[config.mk]
export PLATFORM = sky130hd
export DESIGN_NAME = sdfb_pixel_out
export DESIGN_NICKNAME = d
export VERILOG_FILES = /design/src/hw/rtl/sdfb_pkg.sv /design/src/hw/rtl/sdfb_pixel_out.sv
export SDC_FILE = /design/constraint.sdc
export NUM_CORES = 1
export LEC_CHECK = 0
export BUFFER_PORTS_ARGS = -buffer_cell sky130_fd_sc_hd__buf_2
export CAP_MARGIN = 20
export CORE_UTILIZATION = 38
export DETAILED_ROUTE_END_ITERATION = 8
export GPL_TIMING_DRIVEN = 0
export PLACE_DENSITY = 0.81
export SLEW_MARGIN = 20
export SYNTH_ARGS = -nofsm -noshare
export SYNTH_HDL_FRONTEND = slang
export SYNTH_SLANG_ARGS = --single-unit
[constraint.sdc]
create_clock -name clock -period 3.7 [get_ports clock]
set_clock_uncertainty 0.1 [all_clocks]
set_input_delay 0.37 -clock clock [delete_from_list [all_inputs] [get_ports clock]]
set_output_delay 0.37 -clock clock [all_outputs]
set_load 0.02 [all_outputs]
[src/hw/rtl/sdfb_pkg.sv]
// Shared types and constants for the SPI display frame buffer.
// No dependencies; imported by every module of the block.
`default_nettype none

package sdfb_pkg;

   // item kinds on the request channel
   localparam logic KIND_PINS  = 1'b0;
   localparam logic KIND_PIXEL = 1'b1;

   localparam logic [31:0] COLOR_SET   = 32'hFF00FFFF;
   localparam logic [31:0] COLOR_CLEAR = 32'hFF000000;

   // side information that travels with a pixel read next to the memory read
   typedef struct packed {
      logic       in_range;  // pixel lies inside the display and the buffer
      logic       written;   // byte has been written since reset
      logic [2:0] bit_sel;   // row within the page
   } pix_meta_type;

endpackage

`default_nettype wire

[src/hw/rtl/sdfb_pixel_out.sv]
// Pixel read tail: read stage tracking, bit pick, color word and output register.
// Depends on sdfb_pkg.
`default_nettype none

module sdfb_pixel_out import sdfb_pkg::*; (
   input  wire logic         clock,
   input  wire logic         reset,
   input  wire logic         rd_issue,     // pixel read beat accepted this cycle
   input  wire pix_meta_type rd_meta,
   input  wire logic [7:0]   rd_data,      // registered memory data for stage 1
   output logic              stage_free,   // a new beat may be accepted
   output logic              rsp_valid,
   input  wire logic         rsp_ready,
   output logic [31:0]       rsp_pixel_color
);

   logic         s1_valid_ff, s1_valid_in;
   pix_meta_type s1_meta_ff;
   logic         out_valid_ff, out_valid_in;
   logic [31:0]  out_color_ff;
   logic         out_free, s1_move, pix_set;

   assign out_free   = !out_valid_ff || rsp_ready;
   assign s1_move    = s1_valid_ff && out_free;
   assign stage_free = !s1_valid_ff || out_free;

   assign pix_set = s1_meta_ff.in_range && s1_meta_ff.written
                    && rd_data[s1_meta_ff.bit_sel];

   always_comb begin
      s1_valid_in = s1_valid_ff;
      if (s1_move) begin
         s1_valid_in = 1'b0;
      end
      if (rd_issue) begin
         s1_valid_in = 1'b1;
      end
      out_valid_in = out_valid_ff;
      if (out_free) begin
         out_valid_in = s1_valid_ff;
      end
   end

   always_ff @(posedge clock) begin
      if (reset) begin
         s1_valid_ff  <= 1'b0;
         out_valid_ff <= 1'b0;
      end else begin
         s1_valid_ff  <= s1_valid_in;
         out_valid_ff <= out_valid_in;
      end
   end

   always_ff @(posedge clock) begin
      if (rd_issue) begin
         s1_meta_ff <= rd_meta;
      end
      if (s1_move) begin
         out_color_ff <= pix_set ? COLOR_SET : COLOR_CLEAR;
      end
   end

   assign rsp_valid       = out_valid_ff;
   assign rsp_pixel_color = out_color_ff;

endmodule

`default_nettype wire

* Word-level counts from Yosys, hierarchy flattened *
Cells that the tools add are included.

cells by class
  $add $sub $neg = 0
  multiply operators = 0
  div/mod/pow operators = 0
  magnitude comparators = 1
  equal/unequal tests = 0
  shift-type cells = 0
  muxes and demuxes = 5
  bitwise logic cells = 0
  reductions and logical operators = 8

operators by type and width
  cell                  number
  $mux W16              1
  $lt A3 B4 Y1 const B  1
  $bmux W1 S3           1
  $logic_and A1 B1 Y1   3
  $mux W1               3
  $logic_not A1 Y1      2
  $logic_or A1 B1 Y1    2
  $reduce_bool A2 Y1    1

storage, ports and cells
  bits in registers = 39
  latch bits = 0
  memory bits (writable) = 0
  memory bits (read-only) = 0
  output and inout bits = 34
  logic and storage cells = 20
  memories = 0

* Longest topological paths before layout *
  word-level depth = 5
  depth in mapped cells = 3
  gate-level depth less buffers = 3

* Least setup slack after synthesis *
OpenSTA, ideal clock, no wires.

  path kind = register to register
  start = register s1_meta_ff[0] (netlist name)
  end = register out_color_ff[14], in the netlist rsp_pixel_color[14], data pin
  library setup time = 267 ps
  data arrival time = 1,019 ps
  setup slack = 2,314 ps
  stages on the path, launching flop included = 4
  buffers on the path = 0
  clock period less this slack = 1,386 ps
  cell sequence = edfxtp_1 -> mux4_1 -> nor2_1 -> a311oi_1

between the ends
  longest elaborated chain between the ends = 4

ends and longest elaborated chain
  element                        line                  text
  start: declaration             sdfb_pixel_out.sv:18  pix_meta_type s1_meta_ff;
  start signal: assignment       sdfb_pixel_out.sv:56  s1_meta_ff <= rd_meta;
  $bmux W1 S3                    sdfb_pixel_out.sv:28  && rd_data[s1_meta_ff.bit_sel];
  $mux W1 (implied by the code)  sdfb_pixel_out.sv:28
  $logic_and A1 B1 Y1            sdfb_pixel_out.sv:28
  named net pix_set              sdfb_pixel_out.sv:21  logic out_free, s1_move, pix_set;
  $mux W16                       sdfb_pixel_out.sv:59  out_color_ff <= pix_set ? COLOR_SET : COLOR_CLEAR;
  end signal: assignment         sdfb_pixel_out.sv:59
  end: declaration               sdfb_pixel_out.sv:20  logic [31:0] out_color_ff;

The timed path passes the listed nets, and every way through them passes these cells. The select of a mux whose other input is x is not followed.
A chain may end at the register's enable or synchronous reset.

==> flow_metrics.py <==
metrics = {
    "synth": {
        "synth.top_cells.by_area": "buf_4 (41%), edfxtp_1 (32%), dfxtp_1 (7.1%)",
        "synth.ff_latch_count": 8,
        "synth.yosys.warnings": 0,
        "sequential_to_total_area_share_from_yosys_stat_pct": 38.9,
        "syn-instance-count": 55,
        "post_synth_instance_area_um2": 566,
        "netlist.area_leader.share_pct": 41.2,
        "yosysTopAreaCell": "buf_4",
        "ys_types": 14,
        "synth.avg_cell_area_um2": 10.3,
    },
    "layout": {
        "antenna_cells": 0,
        "sequential_standard_cell_area_um2": 220,
        "multiInputGateArea_um2": 161,
        "synth_to_final_area_change_pct": 47.3,
        "final_layout_size_suffix_gt1_share_pct": 64.5,
        "fin_nets": 125,
        "fill_cells": 114,
    },
    "power": {
        "total_power_uw": 263,
        "cellLeakagePower_uw": 0.000466,
        "p_per_area_nw_per_um2": 316,
        "worst_ir_drop_vdd_uv": 264,
    },
    "cts": {
        "clk_root_buffer_cell": "clkbuf_4",
        "hold_buffers": 0,
        "ctsLongestPathBuffers": 2,
        "clock_sinks": 8,
        "post_cts_resize_count": 0,
        "tritoncts.num_buffers": 3,
        "clock_latency_ns": 0.25,
        "clock_tree.htree_level_count": 1,
        "post-cts-setup-buffers": 0,
        "cts_tree": "built",
        "clkSlewWorstSetupHoldPaths_ns": 0.05,
    },
    "global_routing": {
        "first_pass_grt_wire_length_mm": 1.15,
        "grt.total_usage_pct": 11.5,
        "use_met2_pct": 19.0,
        "grt-ovfl-total": 0,
        "use_met1_pct": 10.3,
        "grt_antenna_before_repair": 0,
        "maximum_number_of_pins_on_one_net_before_global_route_repair": 17,
        "global_route.peak_usage_layer": "met2",
        "grt_pass1_vias": 299,
        "globalRouteMet3Util_pct": 3.89,
    },
    "sta": {
        "totalNegativeSetupSlack_ns": 0,
        "setup_viol_count_final": 0,
        "final_hold_viol_count": 0,
        "final_min_period_over_clock_period_pct": 44.5,
        "final.min_clock_period_ns": 1.65,
        "rsz_0062_raised_after_global_routing": "false",
        "final-max-slew-violation-count": 0,
        "maxClockFrequency_mhz": 607,
    },
    "route": {
        "wire_per_inst_um": 7.54,
        "postRouteWirelength_um": 920,
        "detailroute.via_count": 448,
        "drt-vias-per-instance": 3.67,
        "drt_iter0_drc": 1,
        "drt.antenna.violating_nets": 0,
        "detail_route.drc_violations": 0,
        "drt_pre_antenna_iters": 2,
    },
    "worst_setup_path": {
        "critical_path_required_ns": 3.23,
        "critical-path-slowest-cell": "edfxtp_1",
        "path_cells": "buf_4, buf_2",
        "critical_path_class": "reg -> out",
        "worstPathMaxFanout": 16,
        "timing.critical_path.slowest_cell_delay_ns": 0.60,
        "worst-endpoint-arrival_ns": 1.18,
        "startpoint_type": "flop",
        "endpoint_kind": "output port",
    },
    "die": {
        "fp.dieW_um": 40.6,
        "effective_utilization_at_floorplan_pct": 41.9,
        "row_count": 13,
        "coreArea_um2": 1350,
        "die_height_um": 40.6,
        "io-pin-count": 51,
        "die_area_um2": 1650,
    },
    "hold_path": {
        "hold_path.class": "in -> reg",
    },
    "placement": {
        "gpl.final_weighted_congestion": 0.628,
        "place.port_buffers": 34,
        "place.detailed.hpwl_um": 785,
    },
    "run_status": {
        "outcome": "finished, final reports clean",
    },
    "job": {
        "timing.max_cap.violations": 0,
    },
}
## synth_stat cells
cell type,n
buf_4,31
edfxtp_1,6
nor2_1,4
conb_1,2
dfxtp_1,2
nor2b_1,2
a21oi_1,1
a311oi_1,1
inv_1,1
mux2_2,1
mux2i_1,1
mux4_1,1
nand2_1,1
o311ai_1,1
## final timing paths
path | cells past startpoint | endpoint | from | slack, ns
max | 2 | rsp_pixel_color[2] | rsp_pixel_color[14] | 2.05
min reg2reg | 2 | rsp_valid | s1_valid_ff | 0.41
min | 2 | s1_valid_ff | reset | 0.18
max reg2reg | 3 | rsp_pixel_color[14] | s1_meta_ff[0] | 2.24
## metrics by stage
step / std cells / utilization (%) / worst slack, ns / instance area, um2 / hold WS, ns
global route: 122 / 61.7 / 1.94 / 833 / 0.177
CTS: 122 / 61.7 / 2.02 / 833 / 0.179
finish: 122 / 61.7 / 2.05 / 833 / 0.184
floorplan: 69 / - / 2.31 / 618 / 0.342
detailed placement: 118 / 59.8 / 2.21 / 807 / 0.404
global placement: 118 / 59.8 / 2.22 / 807 / 0.398
## cells by family after synthesis
kind of cell           after synthesis  synth area share, %
buffers and inverters               32                 41.8
DFF                                  8                 38.9
and+or+nand+nor                      7                 5.53
other                                2                 1.33
AOI/OAI and AO/OA                    3                 3.98
muxes                                3                 8.41
## sequential cells by signal, indices dropped and copies added (netlist names)
register         flops
s1_meta_ff           5
rsp_valid            1
s1_valid_ff          1
rsp_pixel_color      1
## layout by cell type, fill, tap and decap left out
cell type,instances
a311oi_1,1
clkbuf_1,1
mux2i_1,1
inv_1,1
conb_1,16
clkbuf_4,3
a21oi_1,1
nor2b_1,2
o311ai_1,1
mux4_1,1
mux2_2,1
nor2_1,4
buf_4,31
edfxtp_1,6
buf_2,34
dfxtp_1,2
nand2_1,1
## metal layers
metal	routed length (um)	vias to the layer above
li1	-	238
met1	314	170
met2	409	36
met3	166	4
met4	29	0
met5	0	-
## worst max-delay path: cells and delay by family (launching register included)
family,cells,cell delay [ns]
flip-flops,1,0.60
buffers and inverters,2,0.33
## power breakdown
| group | switching (uW) | internal, uW |
|---|---|---|
| combinational | 42.2 | 41.0 |
| sequential | 5.55 | 104 |
| clock | 29.5 | 41.2 |
| total | 77.3 | 186 |
## area by class of cell
type                       count  share of cell area (%)
inverter                       1                   0.450
multi-input combinational     29                    19.4
sequential                     8                    26.4
timing repair buffer          34                    20.4
buffer                        31                    27.9
tap                           15                    2.25
clock buffer                   4                    3.15
No activity file was read; power rests on OpenSTA's default activity.
