$ cat config.mk
export PLATFORM = sky130hd
export DESIGN_NAME = sdfb_spi_rx
export DESIGN_NICKNAME = d
export VERILOG_FILES = /design/src/hw/rtl/sdfb_pkg.sv /design/src/hw/rtl/sdfb_spi_rx.sv
export SDC_FILE = /design/constraint.sdc
export NUM_CORES = 1
export LEC_CHECK = 0
export ABC_AREA = 1
export BUFFER_PORTS_ARGS = -buffer_cell sky130_fd_sc_hd__clkbuf_2
export CAP_MARGIN = 25
export CORE_AREA = 2 2 63 65
export CTS_BUF_LIST = sky130_fd_sc_hd__clkbuf_2 sky130_fd_sc_hd__clkbuf_4 sky130_fd_sc_hd__clkbuf_8
export DETAILED_ROUTE_END_ITERATION = 8
export DIE_AREA = 0 0 65 67
export PLACE_DENSITY = 0.63
export REMOVE_ABC_BUFFERS = 1
export SETUP_SLACK_MARGIN = 0.05
export SLEW_MARGIN = 0
export SYNTH_ARGS = -nofsm -noshare
export SYNTH_HDL_FRONTEND = slang
export SYNTH_SLANG_ARGS = --single-unit
$ cat constraint.sdc
create_clock -name clock -period 1.7 [get_ports clock]
set_input_delay 0.255 -clock clock [delete_from_list [all_inputs] [get_ports clock]]
set_output_delay 0.255 -clock clock [all_outputs]
set_load 0.1 [all_outputs]
$ cat src/hw/rtl/sdfb_pkg.sv
// Shared types and constants for the SPI display frame buffer.
// No dependencies; imported by every module of the block.
`default_nettype none

package sdfb_pkg;

   // item kinds on the request channel
   localparam logic KIND_PINS  = 1'b0;
   localparam logic KIND_PIXEL = 1'b1;

   localparam logic [31:0] COLOR_SET   = 32'hFF00FFFF;
   localparam logic [31:0] COLOR_CLEAR = 32'hFF000000;

   // side information that travels with a pixel read next to the memory read
   typedef struct packed {
      logic       in_range;  // pixel lies inside the display and the buffer
      logic       written;   // byte has been written since reset
      logic [2:0] bit_sel;   // row within the page
   } pix_meta_type;

endpackage

`default_nettype wire

$ cat src/hw/rtl/sdfb_spi_rx.sv
// SPI receive side: clock edge tracking, byte assembly and write address.
// Depends on sdfb_pkg.
`default_nettype none

module sdfb_spi_rx import sdfb_pkg::*; #(
   parameter int BUFFER_BYTES = 1024,
   parameter int AW           = $clog2(BUFFER_BYTES)
) (
   input  wire logic          clock,
   input  wire logic          reset,
   input  wire logic          pin_take,     // pin beat while selected in data phase
   input  wire logic          serial_data,
   input  wire logic          serial_clock,
   output logic               wr_en,
   output logic [AW-1:0]      wr_addr,
   output logic [7:0]         wr_data,
   output logic [AW-1:0]      fill_addr,    // next byte to be written
   output logic               fill_wrapped  // whole buffer written at least once
);

   logic [7:0]    shift_ff, shift_in;
   logic [2:0]    bitpos_ff, bitpos_in;
   logic          prev_clk_ff, prev_clk_in;
   logic [AW-1:0] waddr_ff, waddr_in;
   logic          wrapped_ff, wrapped_in;
   logic          rise;
   logic [7:0]    merged;

   assign rise   = pin_take && !prev_clk_ff && serial_clock;
   assign merged = shift_ff | (8'(serial_data) << bitpos_ff);

   always_comb begin
      shift_in    = shift_ff;
      bitpos_in   = bitpos_ff;
      prev_clk_in = prev_clk_ff;
      waddr_in    = waddr_ff;
      wrapped_in  = wrapped_ff;
      wr_en       = 1'b0;
      if (rise) begin
         prev_clk_in = 1'b1;
         if (bitpos_ff == 3'd0) begin
            wr_en     = 1'b1;
            bitpos_in = 3'd7;
            shift_in  = 8'd0;
            if (waddr_ff == AW'(BUFFER_BYTES - 1)) begin
               waddr_in   = '0;
               wrapped_in = 1'b1;
            end else begin
               waddr_in = waddr_ff + AW'(1);
            end
         end else begin
            bitpos_in = bitpos_ff - 3'd1;
            shift_in  = merged;
         end
      end else if (pin_take && !serial_clock) begin
         prev_clk_in = 1'b0;
      end
   end

   assign wr_addr      = waddr_ff;
   assign wr_data      = merged;
   assign fill_addr    = waddr_ff;
   assign fill_wrapped = wrapped_ff;

   always_ff @(posedge clock) begin
      if (reset) begin
         shift_ff    <= 8'd0;
         bitpos_ff   <= 3'd7;
         prev_clk_ff <= 1'b0;
         waddr_ff    <= '0;
         wrapped_ff  <= 1'b0;
      end else begin
         shift_ff    <= shift_in;
         bitpos_ff   <= bitpos_in;
         prev_clk_ff <= prev_clk_in;
         waddr_ff    <= waddr_in;
         wrapped_ff  <= wrapped_in;
      end
   end

endmodule

`default_nettype wire

* Word-level counts from Yosys, hierarchy flattened
Cells that the tools add are included.
** Operators by class
- Add/subtract/negate cells :: 2
- Reduce and logical (&&, ||, !) cells :: 9
- Multipliers :: 0
- Order comparisons :: 0
- Div/mod/pow operators :: 0
- Muxes and demuxes :: 7
- Bitwise logic cells :: 1
- Equality and inequality tests :: 1
- Shift operators :: 1
** Operators by type and width (number)
- 10-bit by 1-bit adder with 10-bit output, second input constant :: 1
- 10-bit == test, second input constant :: 1
- 10-bit two-way mux :: 1
- 8-bit two-way mux :: 1
- 8-bit bitwise OR :: 1
- 1-bit by 3-bit left shift with 8-bit output :: 1
- 1-bit two-way mux :: 4
- 1-bit logical AND :: 3
- 3-bit zero test :: 1
- 3-bit two-way mux :: 1
- 3-bit AND reduction :: 1
- 3-bit by 1-bit subtractor with 3-bit output, second input constant :: 1
- 1-bit zero test :: 2
- 2-bit AND reduction :: 1
- 2-bit nonzero test :: 1
** Word-level totals
- Memory bits (read-only) :: 0
- Input port bits :: 5
- Latch bits :: 0
- Bits in writable memories :: 0
- Register bits :: 23
- Memories :: 0
- Output and inout port bits :: 30
- Logic and storage cells :: 26

* Depth between registers and ports, before layout
- Word-level depth :: 4
- Gate-level depth with buffers :: 9

* Worst setup path before layout
No wires, ideal clock.
- Kind :: register to register
- Start :: register bitpos_ff[0]
- End :: register shift_ff[0]
- Required time :: 1.627 ns
- Arrival time :: 2.337 ns
- Slack :: -0.710 ns
- Cell stages (with the launch flop) :: 6
- Path through :: dfxtp_1 -> inv_1 -> nand3_1 -> o21bai_1 -> o21ai_0 -> nor2_1
** Between the ends
- Cells in the longest elaborated chain, start to end :: 3
- Elaborated cells between the ends (all ways) :: 4
- Classes of those cells :: shift: 1; mux: 1; bitwise: 1; reduce/logical: 1
** RTL lines
- start, declared :: RTL line sdfb_spi_rx.sv:22 : logic [2:0] bitpos_ff, bitpos_in;
- start signal, assigned :: RTL line sdfb_spi_rx.sv:74 : bitpos_ff <= bitpos_in;
- 1-bit by 3-bit left shift with 8-bit output :: RTL line sdfb_spi_rx.sv:30 : assign merged = shift_ff | (8'(serial_data) << bitpos_ff);
- 8-bit bitwise OR :: RTL line sdfb_spi_rx.sv:30
- via wr_data[0] :: RTL line sdfb_spi_rx.sv:16 : output logic [7:0] wr_data,
- 8-bit two-way mux :: RTL line sdfb_spi_rx.sv:41 : if (bitpos_ff == 3'd0) begin
- end signal, assigned :: RTL line sdfb_spi_rx.sv:73 : shift_ff <= shift_in;
- end, declared :: RTL line sdfb_spi_rx.sv:21 : logic [7:0] shift_ff, shift_in;
The timed path passes the listed nets, and every way through them passes these cells.
A chain may end at the register's enable or synchronous reset.

* Worst setup path in the final report
- Start :: register bitpos_ff[1]
- End :: output port wr_data[5]
** Between the ends
- Cells in the longest elaborated chain, start to end :: 2
** RTL lines (RTL line)
- 1-bit by 3-bit left shift with 8-bit output :: sdfb_spi_rx.sv:30
- 8-bit bitwise OR :: sdfb_spi_rx.sv:30
- end, declared :: sdfb_spi_rx.sv:16
No other way between the ends.

==> impl_metrics.py <==
metrics = {
    "worst_setup_path": {
        "crit_chain": "inv_2 -> nand3_1 -> o21bai_1 -> buf_12",
        "slowest_stage": "dfxtp_1",
        "crit_type": "flop to primary output",
        "regToRegStartpoint": "bitpos_ff[0]",
        "reg2reg_to": "fill_addr[8]",
        "worstPathArrival_ns": 1.32,
        "crit_path_max_fanout": 4,
        "reg2reg_depth": 8,
        "startpoint_type": "flop",
        "crit_path_max_incr_delay_ns": 0.35,
        "crit_required_ns": 1.44,
        "endpoint_kind": "primary output",
        "path_buf_inv": 2,
        "r2r_slack_ns": 0.27,
        "path_delay_family": "flip-flops",
    },
    "power": {
        "p_sw_w": 0.000258,
        "intPower_w": 0.000767,
        "ir_drop_mv": 0.234,
        "sw_frac_of_total_pct": 25.2,
        "leakagePower_nw": 0.750,
        "power_density_nw_per_um2": 652,
        "power.share.combinational_pct": 12.1,
        "p_seq_share_pct": 53.6,
        "power.share.clock_pct": 34.3,
    },
    "detailed_routing": {
        "detail_route.iter0.violations": 30,
        "avgRoutedWirePerCell_um": 10.3,
        "num_vias": 1095,
        "drc": 0,
        "wl_um": 2460,
        "routed_via_density": 4.56,
        "ant_nets": 0,
        "first_pass_iters": 4,
    },
    "global_routing": {
        "grt_pass1_wl_um": 4090,
        "antenna_found_initial": 0,
        "grt_pass1_vias": 921,
        "grt_max_degree": 17,
        "overflow": 0,
        "track_usage_pct": 12.4,
    },
    "yosys": {
        "ys_seq_area_share_pct": 37.6,
        "ys_ff_latch": 23,
        "netlist_area_um2": 1220,
        "yosysUniqueCellTypes": 22,
        "syn_inst": 163,
        "synth_area_per_cell_um2": 7.51,
        "yosysWarnings": 0,
    },
    "floorplanning": {
        "core_area_um2": 3610,
        "die_x_um": 65,
        "ioPinCount": 35,
        "dieArea_um2": 4360,
        "die_height_um": 67,
        "fp-row-count": 22,
        "start_util_pct": 34.0,
    },
    "clock_network": {
        "path_clk_slew_ns": 0.08,
        "cts_hold_buf": 0,
        "cts_tree": "yes",
        "clk_latency_ns": 0.26,
        "cts_inserted_buffers": 3,
        "htree_levels": 1,
        "clock-sinks": 23,
        "ctsRootBufferMaster": "clkbuf_8",
        "clockBufferDepth": 2,
    },
    "flow_run": {
        "maxCapViolCount": 0,
    },
    "placed_design": {
        "dpl.hpwl_um": 1910,
        "placed_area_um2": 1510,
        "placed_cells": 235,
        "port_buffers": 34,
        "routabilityCongestion": 0.741,
    },
    "layout": {
        "finalCoreUtilization_pct": 43.6,
        "post_route_cells_drive_above_1_share_pct": 32.3,
        "multiInputGateArea_um2": 607,
        "antenna_cells": 0,
        "fin_area_um2": 1570,
        "nets": 201,
        "seq_area_um2": 462,
        "fillers": 379,
        "flow.area_growth_from_synthesis_pct": 28.4,
        "final_common_cell": "nand2_1",
        "final_cell_mix": "27 x nand2_1, 25 x clkbuf_2, 24 x nor2_1",
        "stdcell_count": 240,
    },
    "hold_path": {
        "min_path_type": "input port to flop",
        "hp-start": "reset",
        "min_to": "fill_addr[2]",
        "holdPathStages": 2,
    },
    "timing": {
        "skew_ns": 0.00260,
        "fin_crit_ns": 1.58,
        "fmax_mhz": 635,
        "final-hold-violation-count": 0,
        "finalSetupViolations": 0,
        "maxSlewViolCount": 0,
        "worst_pin_slew_ns": 0.549,
        "fin_crit_sh_pct": 92.7,
        "relSlewSlack_pct": 63.5,
        "rsz0062_at_grt": "yes",
    },
    "outcome": {
        "status": "finished, final reports clean",
    },
}
-- synthesized netlist by cell type, drive strengths merged --
cell    instances  area (um2)
nor2           28         134
nand3          17         100
a21oi           6        30.0
ha              3        37.5
nand2          30         135
o21ai          14        77.6
nand4           3        18.8
o21a            1        7.51
dfxtp          23         460
o21bai          7        52.6
inv            18        67.6
or2             1        6.26
buf            12        97.6
-- worst max path at each step --
stage | startpoint | end | depth (start not counted)
after global routing | bitpos_ff[1] | wr_data[1] | 4
after detailed placement | bitpos_ff[0] | wr_en | 5
after CTS | bitpos_ff[0] | wr_data[6] | 4
after floorplan | fill_addr[0] | fill_addr[3] | 6
after global placement | bitpos_ff[0] | wr_en | 5
final | bitpos_ff[1] | wr_data[5] | 4
-- state kept, by name, summed over array words and instances (netlist names) --
name	cells
prev_clk_ff	1
fill_addr	10
shift_ff	8
fill_wrapped	1
bitpos_ff	3
-- repair_timing --
| item | in CTS | in global routing |
|---|---|---|
| hold endpoints to repair | 0 | 0 |
| gates resized for setup | 0 | 5 |
| cloned | 0 | 0 |
| endpoints found under the setup margin | 1 | 8 |
| pin swaps | 1 | 0 |
| buffers inserted | 1 | 0 |
-- power by group through the flow --
| stage | Clock [W] | Combinational (W) | Sequential, W |
|---|---|---|---|
| after floorplan | 0 | 0.0000781 | 0.000561 |
| after global placement | 0 | 0.000124 | 0.000561 |
| after detailed placement | 0 | 0.000125 | 0.000562 |
| after CTS | 0.000367 | 0.000125 | 0.000549 |
| after global routing | 0.000383 | 0.000134 | 0.000551 |
| final | 0.000351 | 0.000124 | 0.000550 |
-- through the flow --
stage / setup slack (ns) / hold WS (ns) / TNS, ns / total power [W]
2_1_floorplan: -1.15 / 0.324 / -23.33 / 0.000639
3_3_place_gp: 0.251 / 0.444 / 0 / 0.000685
3_5_place_dp: 0.233 / 0.451 / 0 / 0.000686
4_1_cts: 0.0535 / 0.240 / 0 / 0.00104
5_1_grt: 0.0252 / 0.246 / 0 / 0.00107
6_report: 0.125 / 0.237 / 0 / 0.00103
-- worst register-to-register path: stages (launching register included) --
cell	delay [ns]
dfxtp_1	0.34
inv_2	0.10
ha_1	0.19
nand2_4	0.08
nor2_8	0.11
buf_4	0.22
nand2_1	0.07
o21ai_0	0.16
nor2_1	0.06
-- kinds of logic after synthesis --
group	count (synthesis)	share of synthesized area [%]
AND/OR/NAND/NOR	79	32.2
buffers and inverters	30	13.5
AO/OA/AOI/OAI	28	13.7
flip-flops	23	37.6
adder cells (fa/ha/maj)	3	3.06
-- layout make-up --
type	instances	area share (%)
inverter	18	4.30
multi-input combinational	110	38.6
tap	48	3.82
clock buffer	4	3.10
timing repair buffer	37	20.8
sequential	23	29.4
-- metal layers --
metal	part of all wire, %	vias up	track usage (%)
li1	-	576	-
met1	45	485	14.7
met2	48	27	21.1
met3	4.4	7	2.87
met4	2.2	0	6.12
met5	0	-	0
Note: power is estimated with default switching activity, not from simulation.
